[config.mk]
export PLATFORM = sky130hd
export DESIGN_NAME = addressable_led_bit_encoder_flat
export DESIGN_NICKNAME = d
export VERILOG_FILES = /design/src/design/aled_pkg.sv /design/src/design/aled_ifs.sv /design/src/design/aled_front.sv /design/src/design/aled_queue.sv /design/src/design/aled_back.sv /design/src/design/addressable_led_bit_encoder.sv /design/src/flat_wrapper.sv
export VERILOG_INCLUDE_DIRS = /design/src /design/src/design
export SDC_FILE = /design/constraint.sdc
export NUM_CORES = 1
export LEC_CHECK = 0
export BUFFER_PORTS_ARGS = -buffer_cell sky130_fd_sc_hd__buf_4
export CELL_PAD_IN_SITES_DETAIL_PLACEMENT = 1
export CELL_PAD_IN_SITES_GLOBAL_PLACEMENT = 2
export CORE_AREA = 10 10 334 175
export CTS_CLUSTER_SIZE = 25
export DETAILED_ROUTE_END_ITERATION = 12
export DIE_AREA = 0 0 344 185
export GPL_ROUTABILITY_DRIVEN = 0
export HOLD_SLACK_MARGIN = 0.15
export PLACE_DENSITY_LB_ADDON = 0.12
export REMOVE_ABC_BUFFERS = 1
export SLEW_MARGIN = 20
export SYNTH_ARGS = -nofsm -noshare
export SYNTH_HDL_FRONTEND = slang
export SYNTH_SLANG_ARGS = --single-unit
[constraint.sdc]
create_clock -name clk_i -period 5.9 [get_ports clk_i]
set_input_delay 0.885 -clock clk_i [delete_from_list [all_inputs] [get_ports clk_i]]
set_output_delay 0.885 -clock clk_i [all_outputs]
set_load 0.05 [all_outputs]
[src/design/addressable_led_bit_encoder_macros.svh]
// ----------------------------------------------------------------------------
// Addressable LED bit encoder assertion macros
// Concurrent check wrappers; they compile to nothing under synthesis.
// ----------------------------------------------------------------------------
`ifndef ADDRESSABLE_LED_BIT_ENCODER_MACROS_SVH
`define ADDRESSABLE_LED_BIT_ENCODER_MACROS_SVH

`ifndef SYNTHESIS
// check on every clock edge while out of reset
`define ALED_ASSERT(label, prop, msg) \
  label: assert property (@(posedge clk_i) disable iff (!rst_ni) prop) else $error(msg);
// check on every clock edge, reset included
`define ALED_ASSERT_ALWAYS(label, prop, msg) \
  label: assert property (@(posedge clk_i) prop) else $error(msg);
`else
`define ALED_ASSERT(label, prop, msg)
`define ALED_ASSERT_ALWAYS(label, prop, msg)
`endif

`endif

[src/design/aled_pkg.sv]
// ----------------------------------------------------------------------------
// Addressable LED bit encoder package
// Shared widths, register codes, queue entry and status types.
// ----------------------------------------------------------------------------
package aled_pkg;

  localparam int ChannelBits = 8;
  localparam int WordBits    = 3 * ChannelBits;
  localparam int CountBits   = $clog2(WordBits);
  localparam int CfgIdxBits  = 2;
  localparam int OrderBits   = 6;

  // divide by 255*255 through a reciprocal: floor(2^32 / 65025)
  localparam int unsigned FullScaleSq = 65025;
  localparam int unsigned RecipMul    = 66051;
  localparam int          RecipShift  = 32;
  localparam int          ProdBits    = 3 * ChannelBits;
  localparam int          RecipBits   = ProdBits + 17;

  localparam logic [ChannelBits-1:0] GlobalBrightnessRst = 8'd255;
  localparam logic [ChannelBits-1:0] PulseOneRst         = 8'd208;
  localparam logic [ChannelBits-1:0] PulseZeroRst        = 8'd104;

  localparam int QueueDepthDefault = 2;

  typedef enum logic [CfgIdxBits-1:0] {
    REG_GLOBAL_BRIGHTNESS = 2'd0,
    REG_PULSE_ONE_WIDTH   = 2'd1,
    REG_PULSE_ZERO_WIDTH  = 2'd2
  } cfg_reg_e;

  typedef enum logic [1:0] {
    ORD_RED     = 2'd0,
    ORD_GREEN   = 2'd1,
    ORD_BLUE    = 2'd2,
    ORD_RED_ALT = 2'd3
  } order_code_e;

  typedef enum logic [1:0] {
    PH_MUL_STRIP  = 2'd0,
    PH_MUL_GLOBAL = 2'd1,
    PH_RECIP      = 2'd2,
    PH_CORRECT    = 2'd3
  } scale_phase_e;

  typedef enum logic [1:0] {
    FR_IDLE  = 2'd0,
    FR_SCALE = 2'd1,
    FR_PUSH  = 2'd2
  } front_state_e;

  typedef struct packed {
    logic [WordBits-1:0] word;
    logic                blank;
  } queue_entry_t;

  typedef struct packed {
    logic full;
    logic empty;
  } queue_status_t;

endpackage

[src/design/aled_ifs.sv]
// ----------------------------------------------------------------------------
// Addressable LED bit encoder channels
// Valid/ready channels for LED items in and bit slot pulses out.
// ----------------------------------------------------------------------------
interface aled_in_if import aled_pkg::*; ();
  logic                   valid;
  logic                   ready;
  logic [ChannelBits-1:0] red;
  logic [ChannelBits-1:0] green;
  logic [ChannelBits-1:0] blue;
  logic [OrderBits-1:0]   channel_order;
  logic [ChannelBits-1:0] strip_brightness;
  logic                   blank;

  modport source (output valid, red, green, blue, channel_order, strip_brightness, blank,
                  input ready);
  modport sink   (input valid, red, green, blue, channel_order, strip_brightness, blank,
                  output ready);
endinterface

interface aled_out_if import aled_pkg::*; ();
  logic                   valid;
  logic                   ready;
  logic [ChannelBits-1:0] pulse_width;
  logic                   last_bit;

  modport source (output valid, pulse_width, last_bit, input ready);
  modport sink   (input valid, pulse_width, last_bit, output ready);
endinterface

[src/design/aled_front.sv]
// ----------------------------------------------------------------------------
// Addressable LED bit encoder front end
// Accepts an LED item, scales a colour item's three ordered channels in turn
// through a shared multiply / reciprocal-divide sequence, queues the word.
// ----------------------------------------------------------------------------
module aled_front import aled_pkg::*; (
  input  logic                   clk_i,
  input  logic                   rst_ni,
  aled_in_if.sink                item_i,
  input  logic [ChannelBits-1:0] global_brightness_i,
  input  queue_status_t          q_status_i,
  output logic                   push_o,
  output queue_entry_t           entry_o
);

  front_state_e state_q, state_d;
  scale_phase_e phase_q;
  logic [1:0]   slot_q;

  logic [ChannelBits-1:0]   red_q, green_q, blue_q, strip_q;
  logic [OrderBits-1:0]     order_q;
  logic                     blank_q;
  logic [2*ChannelBits-1:0] p1_q;
  logic [ProdBits-1:0]      prod_q;
  logic [ChannelBits-1:0]   quot_q;
  logic [WordBits-1:0]      word_q;

  logic                     accept;
  logic                     last_slot;
  logic [ChannelBits-1:0]   sel_val;
  logic [1:0]               code;
  logic [RecipBits-1:0]     recip_prod;
  logic [ProdBits-1:0]      quot_back;
  logic [ProdBits-1:0]      rem;
  logic [ChannelBits-1:0]   quot_fix;

  assign accept    = item_i.valid && item_i.ready;
  assign last_slot = (slot_q == 2'd2) && (phase_q == PH_CORRECT);

  // pick the order code of the current slot, lowest field first
  always_comb begin
    case (slot_q)
      2'd0:    code = order_q[1:0];
      2'd1:    code = order_q[3:2];
      default: code = order_q[5:4];
    endcase
    case (order_code_e'(code))
      ORD_GREEN: sel_val = green_q;
      ORD_BLUE:  sel_val = blue_q;
      default:   sel_val = red_q;
    endcase
  end

  assign recip_prod = RecipBits'(prod_q) * RecipBits'(RecipMul);
  assign quot_back  = ProdBits'(quot_q) * ProdBits'(FullScaleSq);
  assign rem        = prod_q - quot_back;
  // reciprocal estimate is at most one low
  assign quot_fix   = (rem >= ProdBits'(FullScaleSq)) ? quot_q + 1'b1 : quot_q;

  always_comb begin
    state_d = state_q;
    case (state_q)
      FR_IDLE: begin
        if (accept) state_d = item_i.blank ? FR_PUSH : FR_SCALE;
      end
      FR_SCALE: begin
        if (last_slot) state_d = FR_PUSH;
      end
      FR_PUSH: begin
        if (!q_status_i.full) state_d = FR_IDLE;
      end
      default: state_d = FR_IDLE;
    endcase
  end

  always_comb begin
    item_i.ready = (state_q == FR_IDLE);
    push_o       = (state_q == FR_PUSH) && !q_status_i.full;
    entry_o      = '{word: word_q, blank: blank_q};
  end

  always_ff @(posedge clk_i or negedge rst_ni) begin
    if (!rst_ni) begin
      state_q <= FR_IDLE;
      phase_q <= PH_MUL_STRIP;
      slot_q  <= 2'd0;
    end else begin
      state_q <= state_d;
      if (accept) begin
        phase_q <= PH_MUL_STRIP;
        slot_q  <= 2'd0;
      end else if (state_q == FR_SCALE) begin
        phase_q <= scale_phase_e'(2'(phase_q + 2'd1));
        if (phase_q == PH_CORRECT) slot_q <= 2'(slot_q + 2'd1);
      end
    end
  end

  always_ff @(posedge clk_i) begin
    if (accept) begin
      red_q   <= item_i.red;
      green_q <= item_i.green;
      blue_q  <= item_i.blue;
      order_q <= item_i.channel_order;
      strip_q <= item_i.strip_brightness;
      blank_q <= item_i.blank;
      word_q  <= '0;
    end else if (state_q == FR_SCALE) begin
      case (phase_q)
        PH_MUL_STRIP:  p1_q   <= (2*ChannelBits)'(sel_val) * (2*ChannelBits)'(strip_q);
        PH_MUL_GLOBAL: prod_q <= ProdBits'(p1_q) * ProdBits'(global_brightness_i);
        PH_RECIP:      quot_q <= recip_prod[RecipShift +: ChannelBits];
        PH_CORRECT:    word_q <= {word_q[WordBits-ChannelBits-1:0], quot_fix};
        default:       quot_q <= quot_q;
      endcase
    end
  end

endmodule

[src/design/aled_queue.sv]
// ----------------------------------------------------------------------------
// Addressable LED bit encoder word queue
// Small FIFO of scaled words between the front end and the bit serializer.
// ----------------------------------------------------------------------------
module aled_queue import aled_pkg::*; #(
  parameter int Depth = QueueDepthDefault
) (
  input  logic          clk_i,
  input  logic          rst_ni,
  input  logic          push_i,
  input  queue_entry_t  entry_i,
  input  logic          pop_i,
  output queue_entry_t  entry_o,
  output queue_status_t status_o
);

  localparam int PtrBits = (Depth > 1) ? $clog2(Depth) : 1;
  localparam int CntBits = $clog2(Depth + 1);

  queue_entry_t        mem_q [Depth];
  logic [PtrBits-1:0]  wr_ptr_q, rd_ptr_q;
  logic [CntBits-1:0]  count_q;

  function automatic logic [PtrBits-1:0] next_ptr(input logic [PtrBits-1:0] ptr);
    logic [PtrBits-1:0] nxt;
    nxt = (ptr == PtrBits'(Depth - 1)) ? '0 : PtrBits'(ptr + 1'b1);
    return nxt;
  endfunction

  assign entry_o        = mem_q[rd_ptr_q];
  assign status_o.full  = (count_q == CntBits'(Depth));
  assign status_o.empty = (count_q == '0);

  always_ff @(posedge clk_i or negedge rst_ni) begin
    if (!rst_ni) begin
      wr_ptr_q <= '0;
      rd_ptr_q <= '0;
      count_q  <= '0;
    end else begin
      if (push_i) wr_ptr_q <= next_ptr(wr_ptr_q);
      if (pop_i)  rd_ptr_q <= next_ptr(rd_ptr_q);
      if (push_i && !pop_i)      count_q <= CntBits'(count_q + 1'b1);
      else if (pop_i && !push_i) count_q <= CntBits'(count_q - 1'b1);
    end
  end

  always_ff @(posedge clk_i) begin
    if (push_i) mem_q[wr_ptr_q] <= entry_i;
  end

endmodule

[src/design/aled_back.sv]
// ----------------------------------------------------------------------------
// Addressable LED bit encoder serializer
// Shifts a queued word out MSB first, one timer compare value per transfer.
// ----------------------------------------------------------------------------
module aled_back import aled_pkg::*; (
  input  logic                   clk_i,
  input  logic                   rst_ni,
  input  queue_entry_t           entry_i,
  input  queue_status_t          q_status_i,
  output logic                   pop_o,
  input  logic [ChannelBits-1:0] pulse_one_width_i,
  input  logic [ChannelBits-1:0] pulse_zero_width_i,
  aled_out_if.source             pulse_o
);

  logic                 active_q;
  logic [CountBits-1:0] cnt_q;
  logic [WordBits-1:0]  word_q;
  logic                 blank_q;

  logic xfer;
  logic last;
  logic load;

  assign last = (cnt_q == CountBits'(WordBits - 1));
  assign xfer = pulse_o.valid && pulse_o.ready;
  // free after the final slot is taken
  assign load = !active_q || (xfer && last);
  assign pop_o = load && !q_status_i.empty;

  assign pulse_o.valid       = active_q;
  assign pulse_o.last_bit    = last;
  assign pulse_o.pulse_width = blank_q              ? '0 :
                               word_q[WordBits-1] ? pulse_one_width_i : pulse_zero_width_i;

  always_ff @(posedge clk_i or negedge rst_ni) begin
    if (!rst_ni) begin
      active_q <= 1'b0;
      cnt_q    <= '0;
    end else if (pop_o) begin
      active_q <= 1'b1;
      cnt_q    <= '0;
    end else if (load) begin
      active_q <= 1'b0;
      cnt_q    <= '0;
    end else if (xfer) begin
      cnt_q <= CountBits'(cnt_q + 1'b1);
    end
  end

  always_ff @(posedge clk_i) begin
    if (pop_o) begin
      word_q  <= entry_i.word;
      blank_q <= entry_i.blank;
    end else if (xfer) begin
      word_q <= {word_q[WordBits-2:0], 1'b0};
    end
  end

endmodule

[src/design/addressable_led_bit_encoder.sv]
// ----------------------------------------------------------------------------
// Addressable LED bit encoder
// Turns one LED item into 24 timer compare values, MSB of the first slot first.
// Usage: item_i takes red/green/blue, the 2-bit-per-slot channel order, strip
// brightness and blank; pulse_o gives pulse_width with last_bit on slot 24.
// Registers (cfg_we_i, cfg_idx_i, cfg_data_i): 0 global brightness, 1 one width,
// 2 zero width; write only while idle, other indexes are ignored.
// Path: a colour item passes serial scaling of its three channels, the queue
// push and the serializer load before its first pulse; a blank skips scaling.
// The serializer sends one slot per transfer and bounds the item rate; the
// front end takes a new item once the last one is pushed and runs ahead
// into the queue. Reset empties the queue, drops any pending pulses and
// restores register defaults 255, 208, 104. A stalled receiver holds the
// current pulse; the queue then fills and item_i.ready drops.
// ----------------------------------------------------------------------------
`include "addressable_led_bit_encoder_macros.svh"

module addressable_led_bit_encoder import aled_pkg::*; #(
  parameter int QUEUE_DEPTH = QueueDepthDefault
) (
  input  logic                   clk_i,
  input  logic                   rst_ni,
  aled_in_if.sink                item_i,
  aled_out_if.source             pulse_o,
  input  logic                   cfg_we_i,
  input  logic [CfgIdxBits-1:0]  cfg_idx_i,
  input  logic [ChannelBits-1:0] cfg_data_i
);

  logic [ChannelBits-1:0] global_brightness_q;
  logic [ChannelBits-1:0] pulse_one_width_q;
  logic [ChannelBits-1:0] pulse_zero_width_q;

  queue_status_t q_status;
  queue_entry_t  push_entry, pop_entry;
  logic          push, pop;
  logic          item_xfer;
  logic          drain_done;

  always_ff @(posedge clk_i or negedge rst_ni) begin
    if (!rst_ni) begin
      global_brightness_q <= GlobalBrightnessRst;
      pulse_one_width_q   <= PulseOneRst;
      pulse_zero_width_q  <= PulseZeroRst;
    end else if (cfg_we_i) begin
      case (cfg_reg_e'(cfg_idx_i))
        REG_GLOBAL_BRIGHTNESS: global_brightness_q <= cfg_data_i;
        REG_PULSE_ONE_WIDTH:   pulse_one_width_q   <= cfg_data_i;
        REG_PULSE_ZERO_WIDTH:  pulse_zero_width_q  <= cfg_data_i;
        default:               global_brightness_q <= global_brightness_q;
      endcase
    end
  end

  aled_front u_front (
    .clk_i               (clk_i),
    .rst_ni              (rst_ni),
    .item_i              (item_i),
    .global_brightness_i (global_brightness_q),
    .q_status_i          (q_status),
    .push_o              (push),
    .entry_o             (push_entry)
  );

  aled_queue #(
    .Depth (QUEUE_DEPTH)
  ) u_queue (
    .clk_i    (clk_i),
    .rst_ni   (rst_ni),
    .push_i   (push),
    .entry_i  (push_entry),
    .pop_i    (pop),
    .entry_o  (pop_entry),
    .status_o (q_status)
  );

  aled_back u_back (
    .clk_i              (clk_i),
    .rst_ni             (rst_ni),
    .entry_i            (pop_entry),
    .q_status_i         (q_status),
    .pop_o              (pop),
    .pulse_one_width_i  (pulse_one_width_q),
    .pulse_zero_width_i (pulse_zero_width_q),
    .pulse_o            (pulse_o)
  );

  assign item_xfer  = item_i.valid && item_i.ready;
  // final slot taken with nothing left to load
  assign drain_done = pulse_o.valid && pulse_o.ready && pulse_o.last_bit && q_status.empty;

  `ALED_ASSERT_ALWAYS(a_no_push_full, !(push && q_status.full), "push into full queue")
  `ALED_ASSERT_ALWAYS(a_no_pop_empty, !(pop && q_status.empty), "pop from empty queue")
  `ALED_ASSERT(a_busy_after_take, item_xfer |=> !item_i.ready, "front ready after transfer")
  `ALED_ASSERT(a_idle_after_last, drain_done |=> !pulse_o.valid, "pulse after final slot")

endmodule
[src/flat_wrapper.sv]
// flat-port wrapper written by rule: the top's interface ports become plain ports
module addressable_led_bit_encoder_flat import aled_pkg::*;
#(
  parameter int QUEUE_DEPTH = QueueDepthDefault
)
  (clk_i, rst_ni, cfg_we_i, cfg_idx_i, cfg_data_i, item_i_valid, item_i_red, item_i_green, item_i_blue, item_i_channel_order, item_i_strip_brightness, item_i_blank, item_i_ready, pulse_o_valid, pulse_o_pulse_width, pulse_o_last_bit, pulse_o_ready);
  aled_in_if item_i_i ();
  aled_out_if pulse_o_i ();
  input  logic clk_i;
  input  logic rst_ni;
  input  logic cfg_we_i;
  input  logic [CfgIdxBits-1:0] cfg_idx_i;
  input  logic [ChannelBits-1:0] cfg_data_i;
  input wire logic [$bits(item_i_i.valid)-1:0] item_i_valid;
  input wire logic [$bits(item_i_i.red)-1:0] item_i_red;
  input wire logic [$bits(item_i_i.green)-1:0] item_i_green;
  input wire logic [$bits(item_i_i.blue)-1:0] item_i_blue;
  input wire logic [$bits(item_i_i.channel_order)-1:0] item_i_channel_order;
  input wire logic [$bits(item_i_i.strip_brightness)-1:0] item_i_strip_brightness;
  input wire logic [$bits(item_i_i.blank)-1:0] item_i_blank;
  output wire logic [$bits(item_i_i.ready)-1:0] item_i_ready;
  output wire logic [$bits(pulse_o_i.valid)-1:0] pulse_o_valid;
  output wire logic [$bits(pulse_o_i.pulse_width)-1:0] pulse_o_pulse_width;
  output wire logic [$bits(pulse_o_i.last_bit)-1:0] pulse_o_last_bit;
  input wire logic [$bits(pulse_o_i.ready)-1:0] pulse_o_ready;
  assign item_i_i.valid = item_i_valid;
  assign item_i_i.red = item_i_red;
  assign item_i_i.green = item_i_green;
  assign item_i_i.blue = item_i_blue;
  assign item_i_i.channel_order = item_i_channel_order;
  assign item_i_i.strip_brightness = item_i_strip_brightness;
  assign item_i_i.blank = item_i_blank;
  assign item_i_ready = item_i_i.ready;
  assign pulse_o_valid = pulse_o_i.valid;
  assign pulse_o_pulse_width = pulse_o_i.pulse_width;
  assign pulse_o_last_bit = pulse_o_i.last_bit;
  assign pulse_o_i.ready = pulse_o_ready;
  addressable_led_bit_encoder #(.QUEUE_DEPTH(QUEUE_DEPTH)) u_core (.clk_i(clk_i), .rst_ni(rst_ni), .item_i(item_i_i), .pulse_o(pulse_o_i), .cfg_we_i(cfg_we_i), .cfg_idx_i(cfg_idx_i), .cfg_data_i(cfg_data_i));
endmodule
==> impl_metrics.ini <==
[run_status]
status = finished clean

[clock_tree]
cts_buffers = 22
cts_root_buf = clkbuf_16
clkTransAtPathRegs_ns = 0.07
clkLatencyLatePin_ns = 0.54
cts.sink_count = 226
clk_path_buf_depth = 3
cts_tree = yes
ctsHtreeMaxLevel = 1
cts_hold_buf = 0

[placement]
dpl.hpwl_um = 42020
io_buffers = 64

[layout]
final_core_util = 0.4383
nNetsFinal = 2554
fill_cells = 5816
final_common_cell = inv_1
multi_input_area_um2 = 12760
diodes = 0
drive_gt1_frac = 0.1424
layout_common_cells = inv_1, ha_1, fa_1
area_delta_synth_final_pct = 14.32
regArea_um2 = 6365

[drt]
detail-route-antenna-nets = 0
totalWireLength_um = 51490
drc = 0
post_drt_wl_per_cell_um = 18.72
vias_per_cell = 4.979
drt_iter0_drc = 652
vias = 13691
first_pass_iters = 4

[worst_setup_path]
regToRegSetupSlack_ns = 0.17
rr_endpoint = u_core.u_front.p1_q[14]
endpoint_kind = flop
r2r.worst_path.cells = 26
critPathArrivalTime_ns = 6.02
path_class = reg -> reg
startpoint_type = flop
crit_fanout = 7
critPathRequiredTime_ns = 6.20
r2r_start = u_core.u_front.slot_q[0]

[yosys]
synth_ff_type = edfxtp_1
post_synth_num_cell_types = 74
yosysWarnings = 0
ys_ff_latch = 226
async_reset_ff_frac = 0.1770
synthCells = 1886
synth_edf_count = 162
synthesis.area_um2 = 20260
yosysSeqAreaShare = 0.3140
synth_area_per_cell_um2 = 10.74

[floorplan]
rows = 60
die_w_um = 344
die-area_um2 = 63640
core_area_um2 = 52850
num_io_pins = 65
start_util = 0.3834
die_y_um = 185

[worst_hold_path]
min_path_type = in -> async

[sta]
setup_viol_count_final = 0
rsz0062_at_grt = yes
worst_pin_slew_ns = 1.000
clock_skew_ns = 0.01620
min_period_over_period = 0.9705
relSlewSlack = 0.3333
whs_ns = 0.3161
period_needed_ns = 5.726
fmax_mhz = 174.6
maxSlewViolCount = 0
finalHoldViolCount = 0

[global_route]
grt-ovfl-total = 0
grt_max_degree = 48
grt_pass1_vias = 14407
track_usage = 0.1629
grt_pass1_wl_um = 82720
antenna_found_initial = 0

[flow_run]
maxCapViolCount = 0
-- layer usage --
metal  GRT usage  vias to the layer above  wire, um
li1            -                     6586         -
met1      0.2711                     6931     29410
met2      0.2175                      144     19810
met3     0.02643                       30      1874
met4     0.01557                        0       393
met5           0                        -         0
-- flip-flops by register name (all words and copies together) (netlist names), 5 cells and up --
signal and cells:
u_core.u_queue.mem_q 50, u_core.u_back.word_q 24, u_core.u_front.prod_q 24, u_core.u_front.word_q 24
u_core.u_front.p1_q 16, u_core.global_brightness_q 8, u_core.pulse_one_width_q 8, u_core.pulse_zero_width_q 8
u_core.u_front.blue_q 8, u_core.u_front.green_q 8, u_core.u_front.quot_q 8, u_core.u_front.red_q 8
u_core.u_front.strip_q 8, u_core.u_front.order_q 6, u_core.u_back.cnt_q 5
-- worst max-delay path by stage --
stage / end / slack (ns) / depth (start not counted) / start
5_1_grt: u_core.u_front.p1_q[14] / -0.09 / 27 / u_core.u_front.slot_q[0]
6_report: u_core.u_front.p1_q[14] / 0.17 / 26 / u_core.u_front.slot_q[0]
2_1_floorplan: u_core.u_front.p1_q[13] / -0.05 / 26 / u_core.u_front.slot_q[0]
3_3_place_gp: u_core.u_front.p1_q[13] / -0.29 / 26 / u_core.u_front.slot_q[0]
4_1_cts: u_core.u_front.p1_q[13] / 0.002 / 26 / u_core.u_front.slot_q[0]
3_5_place_dp: u_core.u_front.p1_q[13] / -0.50 / 26 / u_core.u_front.slot_q[0]
-- kinds of logic after synthesis --
logic type	Yosys count	share of synthesized area
adder cells (fa/ha/maj)	479	0.3598
AND/OR/NAND/NOR	420	0.1083
buffers and inverters	376	0.07008
AO/OA/AOI/OAI	260	0.08811
flip-flops	226	0.3140
multiplexers	64	0.03328
XOR/XNOR	61	0.02636
-- final cells by class --
type	count	area share
multi-input cells	1284	0.5507
flip-flops and latches	226	0.2747
clock inverters	13	0.008156
inverters	342	0.05541
repair buffers	145	0.04699
well taps	713	0.03851
clock buffers	27	0.02544
-- metrics by stage --
step / TNS, ns / area (um2) / worst slack, ns / instances
floorplan: -0.07330 / 20130 / -0.04872 / 1852
global placement: -0.6327 / 22030 / -0.2852 / 2698
detailed placement: -1.555 / 22030 / -0.5037 / 2698
CTS: 0 / 22900 / 0.001783 / 2740
global route: -0.2110 / 23170 / -0.08854 / 2750
finish: 0 / 23170 / 0.1738 / 2750
-- Yosys cell counts (30+ instances only) --
cell | count | area share
nor2b_1 | 63 | 0.019
nor2_1 | 81 | 0.015
nand2_1 | 101 | 0.019
ha_1 | 306 | 0.19
clkbuf_1 | 30 | 0.0056
mux2i_1 | 37 | 0.018
o21ai_0 | 38 | 0.0094
fa_1 | 173 | 0.17
edfxtp_1 | 162 | 0.24
a21oi_1 | 78 | 0.019
inv_1 | 342 | 0.063
xnor2_1 | 44 | 0.019
a21o_1 | 31 | 0.011
and2_1 | 81 | 0.025
-- timing repair --
item	CTS	global route
resized for setup	22	42
setup endpoints to repair	5	8
buffers inserted	2	10
pin swaps	4	25
gates cloned	0	0
-- worst max-delay path: stages, from the launching register on --
cell and delay (ns):
dfrtp_2 0.44, ha_4 0.19, a22oi_2 0.18, and2_4 0.21, inv_2 0.05, ha_4 0.19, a22oi_1 0.15, nor2_1 0.08
a21oi_2 0.17, buf_4 0.16, nand2b_1 0.12, fa_1 0.45, fa_1 0.54, inv_2 0.04, fa_1 0.49, inv_1 0.06
fa_1 0.49, inv_2 0.05, ha_4 0.20, buf_4 0.13, a21oi_2 0.15, o21bai_1 0.13, a21oi_2 0.19, o21ai_2 0.10
nor4_2 0.30, nor3_2 0.09, xnor2_1 0.13
Power is not shown: default switching activity piles up to over one toggle a cycle in this logic, so the estimate is an artifact.
